[config.mk]
export PLATFORM = sky130hd
export DESIGN_NAME = utf8_to_utf16_transcoder_unit
export DESIGN_NICKNAME = d
export VERILOG_FILES = /design/src/hw/rtl/u8u16_pkg.sv /design/src/hw/rtl/u8u16_front.sv /design/src/hw/rtl/u8u16_cmd_fifo.sv /design/src/hw/rtl/u8u16_back.sv /design/src/hw/rtl/utf8_to_utf16_transcoder_unit.sv
export SDC_FILE = /design/constraint.sdc
export NUM_CORES = 1
export LEC_CHECK = 0
export ABC_AREA = 1
export BUFFER_PORTS_ARGS = -buffer_cell sky130_fd_sc_hd__buf_2
export CORE_MARGIN = 5
export CORE_UTILIZATION = 58
export DETAILED_ROUTE_END_ITERATION = 10
export PLACE_DENSITY = 0.78
export SLEW_MARGIN = 20
export SYNTH_ARGS = -nofsm -noshare
export SYNTH_HDL_FRONTEND = slang
export SYNTH_SLANG_ARGS = --single-unit
export TNS_END_PERCENT = 30
[constraint.sdc]
create_clock -name clock -period 4.5 [get_ports clock]
set_input_delay 0 -clock clock [delete_from_list [all_inputs] [get_ports clock]]
set_output_delay 0 -clock clock [all_outputs]
set_load 0.1 [all_outputs]
[src/hw/rtl/u8u16_pkg.sv]
// Shared types and constants for the UTF-8 to UTF-16 transcoder.
// No dependencies; every other file in hw/rtl refers to this package.
package u8u16_pkg;

   localparam logic [15:0] QMARK         = 16'h003F;
   localparam logic [20:0] CP_MAX        = 21'h10FFFF;
   localparam logic [20:0] SURR_LO       = 21'h00D800;
   localparam logic [20:0] SURR_HI       = 21'h00DFFF;
   localparam logic [15:0] HI_SURR_BASE  = 16'hD800;
   localparam logic [15:0] LO_SURR_BASE  = 16'hDC00;
   localparam logic [20:0] SUPP_BASE     = 21'h010000;
   localparam logic [20:0] MIN_THREE     = 21'h000800;
   localparam logic [20:0] MIN_TWO       = 21'h000080;

   // sequence lengths
   localparam logic [2:0] LEN_NONE  = 3'd0;
   localparam logic [2:0] LEN_TWO   = 3'd2;
   localparam logic [2:0] LEN_THREE = 3'd3;
   localparam logic [2:0] LEN_FOUR  = 3'd4;

   // depth of the command queue between front and back
   localparam int CMD_DEPTH   = 4;
   localparam int CMD_PTR_W   = $clog2(CMD_DEPTH);
   localparam int CMD_CNT_W   = $clog2(CMD_DEPTH + 1);

   typedef struct packed {
      logic [7:0] data_byte;
      logic       string_end;
   } req_type;

   typedef struct packed {
      logic [15:0] code_unit;
      logic        replaced;
      logic        run_last;
      logic        string_done;
   } rsp_type;

   typedef enum logic [1:0] {
      BODY_NONE,
      BODY_SINGLE,
      BODY_PAIR
   } body_kind_type;

   // one classified byte: leading '?' run, decoded body, trailing '?' run
   typedef struct packed {
      logic [1:0]    pre_q;
      body_kind_type body;
      logic [15:0]   unit0;
      logic [15:0]   unit1;
      logic          body_rep;
      logic [1:0]    post_q;
      logic          string_end;
   } cmd_type;

endpackage

[src/hw/rtl/u8u16_front.sv]
// Front end: accepts bytes, tracks the open sequence and classifies each
// byte into one command. Depends on u8u16_pkg.
module u8u16_front (
   input  logic                clock,
   input  logic                reset,
   input  logic                in_valid,
   input  u8u16_pkg::req_type  in_data,
   output u8u16_pkg::cmd_type  cmd
);

   logic [2:0]  exp_len_ff, exp_len_in;
   logic [1:0]  held_ff, held_in;
   logic [20:0] point_ff, point_in;

   logic [7:0]  b;
   logic        seq_open;
   logic        is_cont;
   logic [20:0] point_next;
   logic [2:0]  held_next;
   logic        bad;
   logic [20:0] v;

   assign b        = in_data.data_byte;
   assign seq_open = (exp_len_ff != u8u16_pkg::LEN_NONE);
   assign is_cont  = (b[7:6] == 2'b10);

   assign point_next = {point_ff[14:0], b[5:0]};
   assign held_next  = {1'b0, held_ff} + 3'd1;
   assign v          = point_next - u8u16_pkg::SUPP_BASE;

   // flag overlong, surrogate and out-of-range code points
   always_comb begin
      bad = 1'b0;
      if (exp_len_ff == u8u16_pkg::LEN_TWO && point_next < u8u16_pkg::MIN_TWO) begin
         bad = 1'b1;
      end
      if (exp_len_ff == u8u16_pkg::LEN_THREE && point_next < u8u16_pkg::MIN_THREE) begin
         bad = 1'b1;
      end
      if (exp_len_ff == u8u16_pkg::LEN_FOUR &&
          (point_next < u8u16_pkg::SUPP_BASE || point_next > u8u16_pkg::CP_MAX)) begin
         bad = 1'b1;
      end
      if (point_next >= u8u16_pkg::SURR_LO && point_next <= u8u16_pkg::SURR_HI) begin
         bad = 1'b1;
      end
   end

   // classify the byte and work out the next sequence state
   always_comb begin
      exp_len_in     = exp_len_ff;
      held_in        = held_ff;
      point_in       = point_ff;
      cmd            = '0;
      cmd.body       = u8u16_pkg::BODY_NONE;
      cmd.string_end = in_data.string_end;

      if (seq_open && is_cont) begin
         if (held_next >= exp_len_ff) begin
            // sequence complete
            exp_len_in = u8u16_pkg::LEN_NONE;
            held_in    = 2'd0;
            point_in   = '0;
            if (bad) begin
               cmd.body     = u8u16_pkg::BODY_SINGLE;
               cmd.unit0    = u8u16_pkg::QMARK;
               cmd.body_rep = 1'b1;
            end else if (point_next < u8u16_pkg::SUPP_BASE) begin
               cmd.body  = u8u16_pkg::BODY_SINGLE;
               cmd.unit0 = point_next[15:0];
            end else begin
               cmd.body  = u8u16_pkg::BODY_PAIR;
               cmd.unit0 = u8u16_pkg::HI_SURR_BASE | {6'd0, v[19:10]};
               cmd.unit1 = u8u16_pkg::LO_SURR_BASE | {6'd0, v[9:0]};
            end
         end else if (in_data.string_end) begin
            // string cut short: one '?' per byte of the sequence, this one included
            cmd.post_q = held_next[1:0];
            exp_len_in = u8u16_pkg::LEN_NONE;
            held_in    = 2'd0;
            point_in   = '0;
         end else begin
            held_in  = held_next[1:0];
            point_in = point_next;
         end
      end else begin
         // flush an interrupted sequence, then decode the byte afresh
         if (seq_open) begin
            cmd.pre_q = held_ff;
         end
         exp_len_in = u8u16_pkg::LEN_NONE;
         held_in    = 2'd0;
         point_in   = '0;
         if (b inside {[8'h00:8'h7F]}) begin
            cmd.body  = u8u16_pkg::BODY_SINGLE;
            cmd.unit0 = {8'd0, b};
         end else if (b inside {[8'h80:8'hBF], [8'hF8:8'hFF]}) begin
            cmd.body     = u8u16_pkg::BODY_SINGLE;
            cmd.unit0    = u8u16_pkg::QMARK;
            cmd.body_rep = 1'b1;
         end else if (in_data.string_end) begin
            cmd.post_q = 2'd1;
         end else begin
            held_in = 2'd1;
            if (b inside {[8'hC0:8'hDF]}) begin
               exp_len_in = u8u16_pkg::LEN_TWO;
               point_in   = {16'd0, b[4:0]};
            end else if (b inside {[8'hE0:8'hEF]}) begin
               exp_len_in = u8u16_pkg::LEN_THREE;
               point_in   = {17'd0, b[3:0]};
            end else begin
               exp_len_in = u8u16_pkg::LEN_FOUR;
               point_in   = {18'd0, b[2:0]};
            end
         end
      end
   end

   // advance the sequence state on each transfer
   always_ff @(posedge clock) begin
      if (reset) begin
         exp_len_ff <= u8u16_pkg::LEN_NONE;
         held_ff    <= 2'd0;
         point_ff   <= '0;
      end else if (in_valid) begin
         exp_len_ff <= exp_len_in;
         held_ff    <= held_in;
         point_ff   <= point_in;
      end
   end

endmodule

[src/hw/rtl/u8u16_cmd_fifo.sv]
// Short command queue between the front and back ends.
// Depends on u8u16_pkg for the command type and depth.
module u8u16_cmd_fifo (
   input  logic               clock,
   input  logic               reset,
   input  logic               push,
   input  u8u16_pkg::cmd_type push_data,
   output logic               full,
   input  logic               pop,
   output u8u16_pkg::cmd_type pop_data,
   output logic               empty
);

   u8u16_pkg::cmd_type entries_ff [u8u16_pkg::CMD_DEPTH];

   logic [u8u16_pkg::CMD_PTR_W-1:0] wr_ptr_ff, wr_ptr_in;
   logic [u8u16_pkg::CMD_PTR_W-1:0] rd_ptr_ff, rd_ptr_in;
   logic [u8u16_pkg::CMD_CNT_W-1:0] count_ff, count_in;

   assign full     = (count_ff == u8u16_pkg::CMD_CNT_W'(u8u16_pkg::CMD_DEPTH));
   assign empty    = (count_ff == '0);
   assign pop_data = entries_ff[rd_ptr_ff];

   // advance pointers and occupancy
   always_comb begin
      wr_ptr_in = wr_ptr_ff;
      rd_ptr_in = rd_ptr_ff;
      count_in  = count_ff;
      if (push) begin
         wr_ptr_in = wr_ptr_ff + u8u16_pkg::CMD_PTR_W'(1);
      end
      if (pop) begin
         rd_ptr_in = rd_ptr_ff + u8u16_pkg::CMD_PTR_W'(1);
      end
      if (push && !pop) begin
         count_in = count_ff + u8u16_pkg::CMD_CNT_W'(1);
      end else if (pop && !push) begin
         count_in = count_ff - u8u16_pkg::CMD_CNT_W'(1);
      end
   end

   always_ff @(posedge clock) begin
      if (reset) begin
         wr_ptr_ff <= '0;
         rd_ptr_ff <= '0;
         count_ff  <= '0;
      end else begin
         wr_ptr_ff <= wr_ptr_in;
         rd_ptr_ff <= rd_ptr_in;
         count_ff  <= count_in;
      end
   end

   // store the entry on each transfer
   always_ff @(posedge clock) begin
      if (push) begin
         entries_ff[wr_ptr_ff] <= push_data;
      end
   end

endmodule

[src/hw/rtl/u8u16_back.sv]
// Back end: writes each command's code units to the result register,
// one per cycle while that register is free. Depends on u8u16_pkg.
module u8u16_back (
   input  logic               clock,
   input  logic               reset,
   input  logic               cmd_empty,
   input  u8u16_pkg::cmd_type cmd,
   output logic               cmd_pop,
   output logic               out_valid,
   output u8u16_pkg::rsp_type out_data,
   input  logic               out_pop
);

   logic [1:0]         pos_ff, pos_in;
   logic               valid_ff, valid_in;
   u8u16_pkg::rsp_type data_ff, data_in;

   logic [2:0] body_cnt;
   logic [3:0] total;
   logic [2:0] rel;
   logic       in_pre;
   logic       in_body;
   logic       is_last;
   logic       slot_free;

   assign out_valid = valid_ff;
   assign out_data  = data_ff;
   assign slot_free = !valid_ff || out_pop;

   // locate the current unit within the command
   always_comb begin
      case (cmd.body)
         u8u16_pkg::BODY_SINGLE: body_cnt = 3'd1;
         u8u16_pkg::BODY_PAIR:   body_cnt = 3'd2;
         default:                body_cnt = 3'd0;
      endcase
      total   = {2'd0, cmd.pre_q} + {1'b0, body_cnt} + {2'd0, cmd.post_q};
      rel     = {1'b0, pos_ff} - {1'b0, cmd.pre_q};
      in_pre  = (pos_ff < cmd.pre_q);
      in_body = !in_pre && (rel < body_cnt);
      is_last = ({2'd0, pos_ff} + 4'd1 == total);
   end

   // emit units, drop commands that carry none
   always_comb begin
      pos_in   = pos_ff;
      valid_in = valid_ff && !out_pop;
      data_in  = data_ff;
      cmd_pop  = 1'b0;
      if (!cmd_empty) begin
         if (total == 4'd0) begin
            cmd_pop = 1'b1;
         end else if (slot_free) begin
            valid_in = 1'b1;
            if (in_body) begin
               data_in.code_unit = (rel == 3'd0) ? cmd.unit0 : cmd.unit1;
               data_in.replaced  = cmd.body_rep;
            end else begin
               data_in.code_unit = u8u16_pkg::QMARK;
               data_in.replaced  = 1'b1;
            end
            data_in.run_last    = is_last;
            data_in.string_done = is_last && cmd.string_end;
            if (is_last) begin
               cmd_pop = 1'b1;
               pos_in  = 2'd0;
            end else begin
               pos_in = pos_ff + 2'd1;
            end
         end
      end
   end

   always_ff @(posedge clock) begin
      if (reset) begin
         pos_ff   <= 2'd0;
         valid_ff <= 1'b0;
      end else begin
         pos_ff   <= pos_in;
         valid_ff <= valid_in;
      end
   end

   // hold the result payload
   always_ff @(posedge clock) begin
      data_ff <= data_in;
   end

endmodule

[src/hw/rtl/utf8_to_utf16_transcoder_unit.sv]
// UTF-8 to UTF-16 transcoder, top level: front end, command queue, back end.
// Throughput: one byte per cycle while each byte gives at most one unit and
// results are popped; the back end emits one unit per cycle while its result
// register is free, so multi-unit bytes fill the queue.
// Reset is synchronous and clears sequence state, queue and result register.
module utf8_to_utf16_transcoder_unit (
   input  logic               clock,
   input  logic               reset,
   input  logic               req_push,
   input  u8u16_pkg::req_type req_data,
   output logic               req_full,
   input  logic               rsp_pop,
   output u8u16_pkg::rsp_type rsp_data,
   output logic               rsp_empty
);

   u8u16_pkg::cmd_type front_cmd;
   u8u16_pkg::cmd_type head_cmd;
   logic               cmd_push;
   logic               cmd_pop;
   logic               cmd_empty;
   logic               out_valid;

   assign cmd_push  = req_push && !req_full;
   assign rsp_empty = !out_valid;

   u8u16_front u_front (
      .clock   (clock),
      .reset   (reset),
      .in_valid(cmd_push),
      .in_data (req_data),
      .cmd     (front_cmd)
   );

   u8u16_cmd_fifo u_fifo (
      .clock    (clock),
      .reset    (reset),
      .push     (cmd_push),
      .push_data(front_cmd),
      .full     (req_full),
      .pop      (cmd_pop),
      .pop_data (head_cmd),
      .empty    (cmd_empty)
   );

   u8u16_back u_back (
      .clock    (clock),
      .reset    (reset),
      .cmd_empty(cmd_empty),
      .cmd      (head_cmd),
      .cmd_pop  (cmd_pop),
      .out_valid(out_valid),
      .out_data (rsp_data),
      .out_pop  (rsp_pop)
   );

   // reset leaves both sides idle
   assert property (@(posedge clock) reset |=> rsp_empty && !req_full)
      else $error("not idle after reset");

   // never take a command from an empty queue
   assert property (@(posedge clock) disable iff (reset) cmd_pop |-> !cmd_empty)
      else $error("command taken from empty queue");

   // a stalled result holds
   assert property (@(posedge clock) disable iff (reset)
      !rsp_empty && !rsp_pop |=> !rsp_empty && $stable(rsp_data))
      else $error("stalled result changed");

endmodule
; ---- Yosys cells after proc, flatten, opt, wreduce, memory -nomap -nowiden
; Memories as Yosys holds them, arrays and structs flattened. A register that Yosys moved wholly into a read port is not among the register bits.
; Index checks and enable logic that the tools add are counted.
[totals]
register_bits = 49
ram_bits = 160
inputBits = 13
word_cells = 147
mem_count = 1
[op_classes]
addsub = 11
magnitude_cmp = 19
eq_ne = 9
mux = 61
n_bitwise = 2
n_reduce_logical = 32
[memory_table]
columns = memory, depth, width, read_ports, rd_clocked_by_memory_dff, wr, line_no
row1 = u_fifo.entries_ff, 4, 40, 1, 1, 1, u8u16_cmd_fifo.sv:14  ; u8u16_pkg::cmd_type entries_ff [u8u16_pkg::CMD_DEPTH];
[ops]
columns = operator, n
row1 = 2-to-1 mux 15 bit, 6
row2 = 2-to-1 mux 18 bit, 4
row3 = 2-to-1 mux 16 bit, 4
row4 = 2-to-1 mux 3 bit, 12
row5 = 2-to-1 mux 35 bit, 1
row6 = ">= comparator 8 bit, second input constant", 4
row7 = "<= comparator 8 bit, second input constant", 4
row8 = 2-to-1 mux 2 bit, 13
row9 = ">= comparator 21 x 16 -> 1 bit, second input constant", 1
row10 = "greater-than comparator 21 bit, second input constant", 1
row11 = "<= comparator 21 x 16 -> 1 bit, second input constant", 1
row12 = "< comparator 21 x 12 -> 1 bit, second input constant", 1
row13 = "< comparator 21 x 17 -> 1 bit, second input constant", 1
row14 = "< comparator 21 x 8 -> 1 bit, second input constant", 1
row15 = "subtractor 20 x 17 -> 20 bit, second input constant", 1
row16 = 2-to-1 mux 1 bit, 17
row17 = 2-to-1 mux 17 bit, 1
row18 = logical AND 1 bit, 16
row19 = ">= comparator 8 x 1 -> 1 bit, second input constant", 1
row20 = "<= comparator 8 x 7 -> 1 bit, second input constant", 1
row21 = "adder 2 x 1 -> 2 bit, second input constant", 3
row22 = "adder 2 x 1 -> 3 bit, second input constant", 2
row23 = "== test 3 x 2 -> 1 bit, second input constant", 2
row24 = "== test 3 bit, second input constant", 2
row25 = other kinds (24), 34

; ---- Depth between registers and ports, before layout
; Gate-level depths: netlist of run 1.
[depth]
ltp_word = 12
mapped_depth = 26
depth_no_buf = 26

; ---- Modules after synthesis
; From an unflattened synthesis of run 1, not the netlist that was laid out.
[hier_totals]
cells_unflattened = 875
hier_area_um2 = 9634.2
[by_module_without_submodules]
columns = mod, n_inst, cells_each, area_per_inst_um2, seq_area_each_um2
row1 = u8u16_cmd_fifo, 1, 445, 6495.0, 4984.8
row2 = u8u16_front, 1, 282, 1808.0, 400.4
row3 = u8u16_back, 1, 145, 1317.5, 630.6
row4 = utf8_to_utf16_transcoder_unit, 1, 3, 13.8, 0.0

; ---- Worst setup path before layout of run 1
; OpenSTA, ideal clock, no wires.
[synth_path]
path_type = register to register
from = register u_fifo.count_ff[0] in the netlist's numbering
to = memory u_fifo.entries_ff[0][0] in the netlist's numbering, enable pin
arrival_ns = 3.768
required_time_ns = 4.095
path_slack_ns = 0.327
stages_incl_launch_ff = 6
n_path_buf = 1
period_less_slack_ns = 4.173
cell_sequence = dfxtp_1 -> nor3_1 -> nor2_1 -> inv_2 -> clkbuf_1 -> nor2_1
[synth_via]
elab_chain_len = 5
[synth_lines]
columns = item, line_no
row1 = from (decl), u8u16_cmd_fifo.sv:18  ; logic [u8u16_pkg::CMD_CNT_W-1:0] count_ff, count_in;
row2 = from (signal assigned), u8u16_cmd_fifo.sv:50  ; count_ff <= count_in;
row3 = == test 3 bit, u8u16_cmd_fifo.sv:20  ; assign full = (count_ff == u8u16_pkg::CMD_CNT_W'(u8u16_pkg::CMD_DEPTH));
row4 = net req_full, utf8_to_utf16_transcoder_unit.sv:11  ; output logic req_full,
row5 = logical NOT 1 bit, utf8_to_utf16_transcoder_unit.sv:24  ; assign cmd_push = req_push && !req_full;
row6 = logical AND 1 bit, utf8_to_utf16_transcoder_unit.sv:24
row7 = 2-to-1 mux 1 bit, u8u16_cmd_fifo.sv:56  ; if (push) begin
row8 = 2-to-1 mux 1 bit (implied by the code), u8u16_cmd_fifo.sv:57  ; entries_ff[wr_ptr_ff] <= push_data;
row9 = to (decl), u8u16_cmd_fifo.sv:14
; The timed path passes the listed nets, and every way through them passes these cells.

==> metrics.txt, run 1 <==
status complete, no violations; Final Setup Violations 0; Post-Syn Nets 869; Max Cap Viol 0; Worst EP required 4.81 ns; diode count 0; row cnt 44; critical path class flop to flop; number of synthesis warnings 0; Clk pwr share 20.8%; vias in the first global route approximately 5,900; CTS buffer count 17; post-detailed-routing wire length 18,390 um; Crit path max-delay family adder cells; first-pass GRT wire length 30,140 um; Final HPWL DP around 12,000 um; FF-to-FF End u_fifo.count_ff[1]; clock latency on the worst-skew pair ~0.42 ns; CTS tree built; worst rel slew slack approximately 42%; Yosys cell types 39; switching portion of total power between 40% and 50%; Starting Density between 50% and 60%; top cells by count, synth 155 x edfxtp_1, 121 x nor2_1, 114 x nand2_1, 90 x o21ai_0, 68 x inv_1; crit-path cells buf_12 -> nand2_1 -> a32oi_1 -> inv_1 -> nor2_1 -> ha_1 -> inv_1 -> fa_1 -> fa_1 -> xor2_1 -> o21ai_0 -> nor2_1 -> nand3_1 -> nand2_1 -> nand2_1 -> ha_1 -> inv_1 -> fa_1 -> o21ai_0 -> a21oi_1; Placer Congestion between 0.8 and 0.9; Seq/Total Area, Yosys between 60% and 70%; Post-synth top flop edfxtp_1; Clock transition at path regs 0.06 ns; Max stage delay on crit path 0.58 ns; clk sinks around 190; Max Freq approximately 240 MHz; PortBufs 33; Root Buffer clkbuf_16; Post-synth EDFFs around 160; final cell utilization of the core approximately two thirds; setup tns final 0 ns; Flop pwr share around 36%; Hold WC Path Type primary input to flop; initial drt markers 557; CP arrival 4.51 ns; I/O pins 34; Crit. path cell count 20; CP endpoint kind flop; combinational power share between 40% and 50%; Buf+Inv Stages, Crit Path 4; Syn-to-layout area delta 10.85%; Via Count around 6,100; Syn Std Cell Area 0.008658 mm2; nets 903; top post-synthesis cells by area edfxtp_1 54%, dfxtp_1 7.4%, nor2_1 5.2%; RSZ-0062 raised after global routing no; Pwr Density 677.9 mW/mm2; critical path's slowest cell fa_1; largest net degree at the start of global routing slightly below 70; crit path to u_fifo.count_ff[1]; DRT Pass-1 Iters 5; count of final max-slew check failures 0; drt via density approximately 5.7; initial antenna violation count 0; Net Sw Power 2.847 mW; #FFs+latches synth 187; cell count after synthesis 835; Synth area leader edfxtp_1; worst slew pin tran between 0.8 and 0.9 ns; Layout Skew 0.005623 ns; die area between 0.015 and 0.02 mm2; H-tree Lvls 4; GRT Overall Usage 21.70%; Max clock buf depth 2; WL/cell 17.28 um; Synth top area share between 50% and 60%; Final ANT Viol Nets 0; Async S/R FF share, synth 0%; CP max FO 68; non-filler cells, final ~1,100; area of the core about 0.015 mm2; CP Launch Type flop; final hold slack about 0.039 ns; internal power between 3 and 4 mW; DR DRC count 0; dpl cells 1,029; Final Cycle Share 93.42%; leak pwr 3.597 nW; Post-Syn Area per Cell roughly 10 um2; die height 132.2 um; Reg2Reg Setup Slack slightly below 0.3 ns; share of cells above drive strength 1 13.86%; final hold vios 0; r2r worst-path depth 20; Worst IR Drop VDD approximately 0.45 mV; Final Instance Area 0.009598 mm2; GRT overflow 0; most frequent cell after synthesis edfxtp_1; minimum clock period between 4 and 5 ns; Die X roughly 130 um; area of placed instances 0.009012 mm2
[power by group through the flow]
stage	sequential (mW)	combinational (mW)	clock [mW]
5_1_grt	2.40	3.04	1.45
2_1_floorplan	3.02	1.52	0
3_3_place_gp	2.40	2.71	0
4_1_cts	2.37	2.79	1.38
6_report	2.37	2.78	1.36
3_5_place_dp	2.41	2.78	0
[cells by family after synthesis]
family | after synthesis | synth area share [%]
flip-flops | 187 | 61.16
AO/OA/AOI/OAI | 182 | 11.33
XOR/XNOR | 5 | 0.5058
buffers and inverters | 111 | 5.376
AND/OR/NAND/NOR | 329 | 18.25
adder cells (fa/ha/maj) | 21 | 3.381
[worst min path at each step]
stage | start | to | slack (ns) | cells after the start
after floorplan | req_data[0] | u_fifo.entries_ff[0][0] | 0.1 | 0
after global placement | rsp_pop | u_back.out_valid | 0.33 | 4
after detailed placement | rsp_pop | u_back.out_valid | 0.33 | 4
after CTS | req_data[5] | u_front.exp_len_ff[0] | 0.02 | 6
after global routing | req_data[2] | u_fifo.entries_ff[1][5] | 0.07 | 3
final | req_data[5] | u_front.exp_len_ff[0] | 0.04 | 6
[cells in the final DEF (no fill, tap or decap), types with 2 or more instances in the layout]
| master | count |
|---|---|
| a21oi_1 | 53 |
| a32oi_1 | 3 |
| buf_2 | 33 |
| buf_4 | 11 |
| clkbuf_16 | 17 |
| clkinv_1 | 4 |
| clkinv_4 | 3 |
| clkinvlp_4 | 4 |
| dfxtp_1 | 31 |
| dlygate4sd3_1 | 5 |
| edfxtp_1 | 155 |
| fa_1 | 4 |
| ha_1 | 17 |
| inv_1 | 67 |
| inv_2 | 6 |
| inv_4 | 2 |
| nand2_1 | 114 |
| nand2_2 | 3 |
| nand2_4 | 2 |
| nand3_1 | 32 |
| nand4_1 | 11 |
| nor2_1 | 117 |
| nor2_2 | 6 |
| nor2_4 | 23 |
| nor2_8 | 2 |
| nor3_1 | 13 |
| o21ai_0 | 90 |
| o21ai_1 | 2 |
| o22ai_1 | 29 |
| xor2_1 | 4 |
[registers in the layout, indices dropped and copies added (netlist names), named ones only]
register,flops
u_back.out_data,19
u_back.out_valid,1
u_back.pos_ff,2
u_fifo.count_ff,3
u_fifo.entries_ff,136
u_fifo.rd_ptr_ff,2
u_fifo.wr_ptr_ff,2
u_front.exp_len_ff,3
u_front.held_ff,2
u_front.point_ff,15
[worst register-to-register path: stages, from the launching register on]
cell and delay, ns:
dfxtp_2 0.38, buf_12 0.27, nand2_1 0.10, a32oi_1 0.25
inv_1 0.09, nor2_1 0.11, ha_1 0.15, inv_1 0.04
fa_1 0.49, fa_1 0.58, xor2_1 0.16, o21ai_0 0.10
nor2_1 0.13, nand3_1 0.09, nand2_1 0.12, nand2_1 0.10
ha_1 0.20, inv_1 0.10, fa_1 0.41, o21ai_0 0.18
a21oi_1 0.06
[layout make-up]
class                   instances  area, um2
well taps                     184      230.2
flip-flops and latches        187       5296
clock buffers                  18      429.2
fillers                      1101       4991
repair buffers                 50      317.8
inverters                      76      294.0
multi-input cells             537       2928
clock inverters                12      102.6
[stage by stage]
stage | total power [mW] | setup WS (ns)
floorplan | 4.540 | 0.3271
finish | 6.506 | 0.2959
global placement | 5.103 | 0.4554
global route | 6.889 | 0.01449
detailed placement | 5.183 | 0.2943
CTS | 6.543 | 0.2513
[what timing repair did]
action | 4_1_cts | 5_1_grt
setup buffers | 0 | 0
hold buffers | 5 | 0
endpoints found under the hold margin | 9 | 0
resized for setup | 0 | 1
setup endpoints to repair | 0 | 2
[layer usage]
layer | track usage [%] | part of all wire [%] | up-vias | wire length [um]
li1 | - | - | 2960 | -
met2 | 34.70 | 48 | 205 | 8840
met3 | 4.733 | 6.7 | 28 | 1238
met1 | 29.72 | 43 | 2880 | 7959
met5 | 0 | 0 | - | 0
met4 | 7.296 | 1.9 | 0 | 348
No activity file was read; power rests on OpenSTA's default activity.
==> run 2: changes to the inputs <==
Settings changed: CORE_UTILIZATION 58 to 35, PLACE_DENSITY 0.78 to 0.52.
==> run 2 against run 1 <==
Effect of this change:
- final cell count increased by 13%
- sequential share of layout area decreased by 1.1 points
- flip-flop and latch count unchanged
- utilization decreased by 26 points
- clock power increased by 4%
- non-clock buffer count increased by 1
- worst setup slack improved by 0.069 ns
- largest power group unchanged
- count of clock-buffer cells in the layout unchanged
- die area increased by 60%
- maximum frequency increased by 1.7%
- global-route usage decreased by 7.0 points
- design area increased by 2.0%
- highest routed layer unchanged
==> metrics.txt, run 2 (same netlist as run 1, synthesis figures left out) <==
status complete, no violations (unchanged); post-detailed-routing wire length 20,540 um (was 18,390 um); Worst Slack Setup Final 0.3652 ns (was 0.2959 ns); row cnt 57 (was 44); largest net degree at the start of global routing 43 (was 69); H-tree Lvls 4 (unchanged); Final Setup Violations 0 (unchanged); worst rel slew slack 43.05% (was 42.20%); vias in the first global route 5,735 (was 5,878); Pwr Density 671.7 mW/mm2 (was 677.9 mW/mm2); RSZ-0062 raised after global routing no (unchanged); most common cell after layout, fill and taps aside edfxtp_1 (unchanged); Final Cycle Share 91.88% (was 93.42%); Max Cap Viol 0 (unchanged); leak pwr 3.613 nW (was 3.597 nW); pre-CTS setup slack 0.4037 ns (was 0.2943 ns); Final Power 6.579 mW (was 6.506 mW); Die X 167.3 um (was 132.2 um); Final HPWL DP 13,810 um (was 12,210 um); DR DRC count 0 (unchanged); minimum clock period 4.135 ns (was 4.204 ns); # hold bufs at CTS 5 (unchanged); Syn-to-layout area delta 13.12% (was 10.85%); clock latency on the worst-skew pair 0.43 ns (was 0.42 ns); CTS buffer count 17 (unchanged); initial antenna violation count 0 (unchanged); area of placed instances 0.009183 mm2 (was 0.009012 mm2); CP max FO 22 (was 68); Via Count 5,975 (was 6,073); share of cells above drive strength 1 14.50% (was 13.86%); max reg flops 136 (unchanged); final hold vios 0 (unchanged); I/O pins 34 (unchanged); count of final max-slew check failures 0 (unchanged); Final ANT Viol Nets 0 (unchanged); CP Launch Type flop (unchanged); DRT Pass-1 Iters 5 (unchanged); nets 904 (was 903); Worst IR Drop VDD 0.3949 mV (was 0.4466 mV); CP arrival 4.45 ns (was 4.51 ns); Max Freq 241.9 MHz (was 237.9 MHz); CTS tree built (unchanged); GRT overflow 0 (unchanged); worst slew pin tran 0.8478 ns (was 0.8661 ns); setup tns final 0 ns (unchanged); initial drt markers 446 (was 557); most flop-heavy register u_fifo.entries_ff (unchanged); die area 0.02798 mm2 (was 0.01747 mm2); first-pass GRT wire length 32,230 um (was 30,140 um); critical path class flop to flop (unchanged); drt via density 4.950 (was 5.708); Final Instance Area 0.009794 mm2 (was 0.009598 mm2); diode count 0 (unchanged); Starting Density 35.60% (was 59.35%); WL/cell 17.02 um (was 17.28 um); commonest non-fill, non-tap cells in the layout 155 x edfxtp_1, 117 x nor2_1, 114 x nand2_1 (unchanged); final cell utilization of the core 40.27% (was 65.79%); Placer Congestion 0.8810 (was 0.8975); Hold WC Path Type primary input to flop (unchanged); Max clock buf depth 2 (unchanged); clk sinks 187 (unchanged); PortBufs 33 (unchanged); Layout Skew 0.01134 ns (was 0.005623 ns); GRT Overall Usage 14.69% (was 21.70%); post-CTS sizing 0 (unchanged); area of the core 0.02432 mm2 (was 0.01459 mm2); Setup Buffers After CTS 0 (unchanged); CP endpoint kind flop (unchanged); fillers 2,351 (was 1,101); die height 167.3 um (was 132.2 um); Clock transition at path regs 0.07 ns (was 0.06 ns); Root Buffer clkbuf_16 (unchanged); Worst EP required 4.81 ns (about the same)
## run 2: cell types whose count changed in the layout (fill, tap and decap cells not counted)
cell and change:
buf_12 -1, clkinv_1 -3, inv_6 +3, inv_8 +2, clkinv_8 +2, inv_2 +1, bufinv_16 -1, clkinv_4 -2
buf_4 +2
## run 2: layout make-up
class                      instances  area [um2]  area share [%]
clock inverter                    14       132.6           1.354
clock buffer                      18       429.2           4.382
tap                              324       405.4           4.139
timing repair buffer              51       312.8           3.194
multi-input combinational        537        2928           29.89
sequential                       187        5296           54.08
inverter                          76       290.3           2.964
## run 2: report_power, final
group | switching, mW | internal (mW) | leakage, nW
registers | 0.111 | 2.27 | 1.71
clock network | 0.694 | 0.730 | 0.261
logic | 2.14 | 0.640 | 1.64
total | 2.94 | 3.63 | 3.61
## run 2: per-stage QoR
| stage | hold slack, ns | cells |
|---|---|---|
| finish | 0.05099 | 1207 |
| global route | 0.07425 | 1207 |
| CTS | 0.04344 | 1207 |
| detailed placement | 0.3263 | 1170 |
| global placement | 0.3217 | 1170 |
| floorplan | 0.09887 | 835 |
## run 2: path summary, 6_finish.rpt
kind                                          from                     to  slack [ns]  depth (start not counted)
worst max-delay path                          flop     u_fifo.count_ff[1]        0.37                         19
worst min-delay path                   req_data[5]  u_front.exp_len_ff[0]        0.05                          6
worst max register to register                flop     u_fifo.count_ff[1]        0.37                         19
worst min register to register  u_fifo.count_ff[2]     u_fifo.count_ff[2]        0.51                          2
## run 2: layer usage
metal  share of wire (%)  track usage, %  vias to the layer above
met4                 1.5           5.011                        0
met5                   0               0                        -
met2                  45           22.84                      123
li1                    -               -                     2968
met3                 4.3           2.829                       25
met1                  49           20.71                     2859
## run 2: critical path, cell delays in order (launching register included)
cell	delay, ns
dfxtp_2	0.51
inv_2	0.11
buf_4	0.22
o21ai_0	0.17
o22ai_1	0.11
ha_1	0.21
inv_1	0.07
fa_1	0.46
fa_1	0.58
xor2_1	0.14
o21ai_0	0.10
nor2_1	0.13
nand3_1	0.09
nand2_1	0.12
nand2_1	0.09
ha_1	0.19
inv_1	0.10
fa_1	0.41
o21ai_0	0.15
a21oi_1	0.06
==> run 3: changes to the inputs <==
Settings changed: BUFFER_PORTS_ARGS -buffer_cell sky130_fd_sc_hd__buf_2 to unset, DONT_BUFFER_PORTS set to 1, PLACE_DENSITY 0.52 to 0.51, SLEW_MARGIN 20 to unset.
==> run 3 against run 2 <==
Effect of this change:
- final cell count fell by 1.8%
- design area fell by 0.42%
- register-to-register slack improved by 0.09 ns
- via count fell by 1.3%
- die area did not move
- combinational power fell by 22%
- hold slack got worse by 0.014 ns
- total power rose by 0.12%
- critical endpoint is now u_back.pos_ff[1]
- first-iteration DRC count fell by 21%
- clock skew fell by 0.0022 ns
- flip-flop and latch count did not move
- global-route usage rose by 0.24 points
==> metrics.txt, run 3 (same netlist as run 1, synthesis figures left out) <==
CTS tree built (unchanged); Hold Crit Depth 4 (was 6); Worst Slack Setup Final 0.4582 ns (was 0.3652 ns); worst slew pin tran 1.079 ns (was 0.8478 ns); PortBufs 0 (was 33); CP arrival 4.36 ns (was 4.45 ns); Pwr Density 675.3 mW/mm2 (was 671.7 mW/mm2); worst rel slew slack 27.90% (was 43.05%); DRT Pass-1 Iters 4 (was 5); nets 882 (was 904); Reg2Reg Setup Slack 0.46 ns (was 0.37 ns); non-filler cells, final 1,185 (was 1,207); Placer Congestion 0.8414 (was 0.8810); initial antenna violation count 0 (unchanged); crit-path cells buf_4 -> nand2_1 -> a32oi_1 -> inv_1 -> fa_1 -> fa_1 -> xnor2_1 -> inv_1 -> nor2_1 -> nand3_1 -> nand3_1 -> clkinvlp_4 -> nand3_1 -> a21oi_1 -> dlygate4sd3_1 (was inv_2 -> buf_4 -> o21ai_0 -> o22ai_1 -> ha_1 -> inv_1 -> fa_1 -> fa_1 -> xor2_1 -> o21ai_0 -> nor2_1 -> nand3_1 -> nand2_1 -> nand2_1 -> ha_1 -> inv_1 -> fa_1 -> o21ai_0 -> a21oi_1); Worst EP required 4.82 ns (was 4.81 ns); critical path's slowest cell dlygate4sd3_1 (was fa_1); CP Launch Type flop (unchanged); FF-to-FF End u_back.pos_ff[1] (was u_fifo.count_ff[1]); CTS buffer count 17 (unchanged); first-pass GRT wire length 32,870 um (was 32,230 um); dpl cells 1,138 (was 1,170); WL/cell 17.62 um (was 17.02 um); Crit path max-delay family buffers and inverters (was adder cells); Max Freq 247.4 MHz (was 241.9 MHz); fillers 2,360 (was 2,351); Multi-input gate area 0.002933 mm2 (was 0.002928 mm2); clk sinks 187 (unchanged); drt via density 4.975 (was 4.950); Hold WC Path Type primary input to flop (unchanged); Final HPWL DP 13,840 um (was 13,810 um); die height 167.3 um (unchanged); Final ANT Viol Nets 0 (unchanged); leak pwr 3.535 nW (was 3.613 nW); status complete, no violations (unchanged); Final Setup Violations 0 (unchanged); final hold slack 0.03672 ns (was 0.05099 ns); die area 0.02798 mm2 (unchanged); row cnt 57 (unchanged); area of the core 0.02432 mm2 (unchanged); Die X 167.3 um (unchanged); FF+latch area 0.005296 mm2 (unchanged); diode count 0 (unchanged); HP Start req_data[2] (was req_data[5]); final cell utilization of the core 40.10% (was 40.27%); Buf+Inv Stages, Crit Path 5 (was 4); share of cells above drive strength 1 11.85% (was 14.50%); Clock transition at path regs 0.07 ns (about the same); minimum clock period 4.042 ns (was 4.135 ns); Starting Density 35.60% (unchanged); CP endpoint kind flop (unchanged); GRT overflow 0 (unchanged); Via Count 5,895 (was 5,975); DR DRC count 0 (unchanged); Max clock buf depth 2 (unchanged); H-tree Lvls 4 (unchanged); vias in the first global route 5,783 (was 5,735); Root Buffer clkbuf_16 (unchanged); setup tns final 0 ns (unchanged); clock latency on the worst-skew pair 0.43 ns (about the same); Max Cap Viol 0 (unchanged); Final Cycle Share 89.82% (was 91.88%); critical path class flop to flop (unchanged); GRT Overall Usage 14.93% (was 14.69%); RSZ-0062 raised after global routing no (unchanged); Worst Hold Path EP u_fifo.entries_ff[1][21] (was u_front.exp_len_ff[0]); final hold vios 0 (unchanged); Crit path top cell by count nand3_1; I/O pins 34 (unchanged); Layout Skew 0.009096 ns (was 0.01134 ns); commonest non-fill, non-tap cells in the layout 155 x edfxtp_1, 117 x nor2_1, 114 x nand2_1 (unchanged); most flop-heavy register u_fifo.entries_ff (unchanged); post-detailed-routing wire length 20,880 um (was 20,540 um); max reg flops 136 (unchanged); pre-CTS setup slack 0.4933 ns (was 0.4037 ns); Max stage delay on crit path 0.59 ns (was 0.58 ns); most common cell after layout, fill and taps aside edfxtp_1 (unchanged); Syn-to-layout area delta 12.64% (was 13.12%); r2r worst-path depth 15 (was 19); Worst IR Drop VDD 0.2744 mV (was 0.3949 mV); largest net degree at the start of global routing 35 (was 43); CP max FO 30 (was 22); initial drt markers 351 (was 446); count of final max-slew check failures 0 (unchanged)
run 3: cell count changes in the layout (fill, tap and decap cells not counted), sizes merged:
cell / previous run / this run
buf: 46 / 14
clkinv: 4 / 5
dlygate4sd3: 5 / 13
clkinvlp: 4 / 6
inv: 82 / 81
run 3: final cells by class:
class,count,area share (%)
clock inverters,15,1.373
well taps,324,4.157
inverters,76,3.015
repair inverters,1,0.05131
clock buffers,17,4.362
repair buffers,28,2.668
flip-flops and latches,187,54.30
multi-input cells,537,30.07
run 3: worst max-delay path by stage:
stage                  startpoint                 endpoint  slack (ns)  depth (start not counted)
2_1_floorplan  u_fifo.count_ff[0]  u_fifo.entries_ff[0][0]        0.33                          5
3_3_place_gp                 flop       u_fifo.count_ff[1]        0.55                         20
3_5_place_dp                 flop       u_fifo.count_ff[1]        0.49                         18
4_1_cts                      flop         u_back.pos_ff[1]        0.12                         16
5_1_grt                      flop       u_fifo.count_ff[2]        0.06                         23
6_report                     flop         u_back.pos_ff[1]        0.46                         15
run 3: report_power, final:
| part | internal [mW] | leakage, nW | switching, mW | total [mW] |
|---|---|---|---|---|
| logic | 0.630 | 1.56 | 1.53 | 2.16 |
| registers | 2.27 | 1.71 | 0.743 | 3.02 |
| clock network | 0.727 | 0.265 | 0.686 | 1.41 |
| total | 3.63 | 3.54 | 2.96 | 6.59 |
run 3: worst reg2reg max path, stage by stage (launching register included):
cell,delay [ns]
dfxtp_2,0.39
buf_4,0.32
nand2_1,0.11
a32oi_1,0.33
inv_1,0.13
fa_1,0.53
fa_1,0.42
xnor2_1,0.22
inv_1,0.08
nor2_1,0.11
nand3_1,0.12
nand3_1,0.29
clkinvlp_4,0.15
nand3_1,0.08
a21oi_1,0.06
dlygate4sd3_1,0.59
run 3: routing by layer:
metal,part of all wire (%),global-route usage (%)
met2,46,23.05
met1,48,21.01
met4,1.7,4.587
met5,0,0
met3,3.9,3.489
run 3: timing repair:
item | in CTS | in global routing
resized for setup | 0 | 1
buffers inserted | 0 | 1
hold endpoints to repair | 76 | 0
endpoints found under the setup margin | 0 | 1
hold buffers | 13 | 0
run 3: through the flow:
stage / total power [mW] / area [um2]
after floorplan: 4.540 / 8658
after global placement: 5.128 / 9047
after detailed placement: 5.153 / 9047
after CTS: 6.598 / 9737
after global routing: 7.008 / 9753
final: 6.587 / 9753
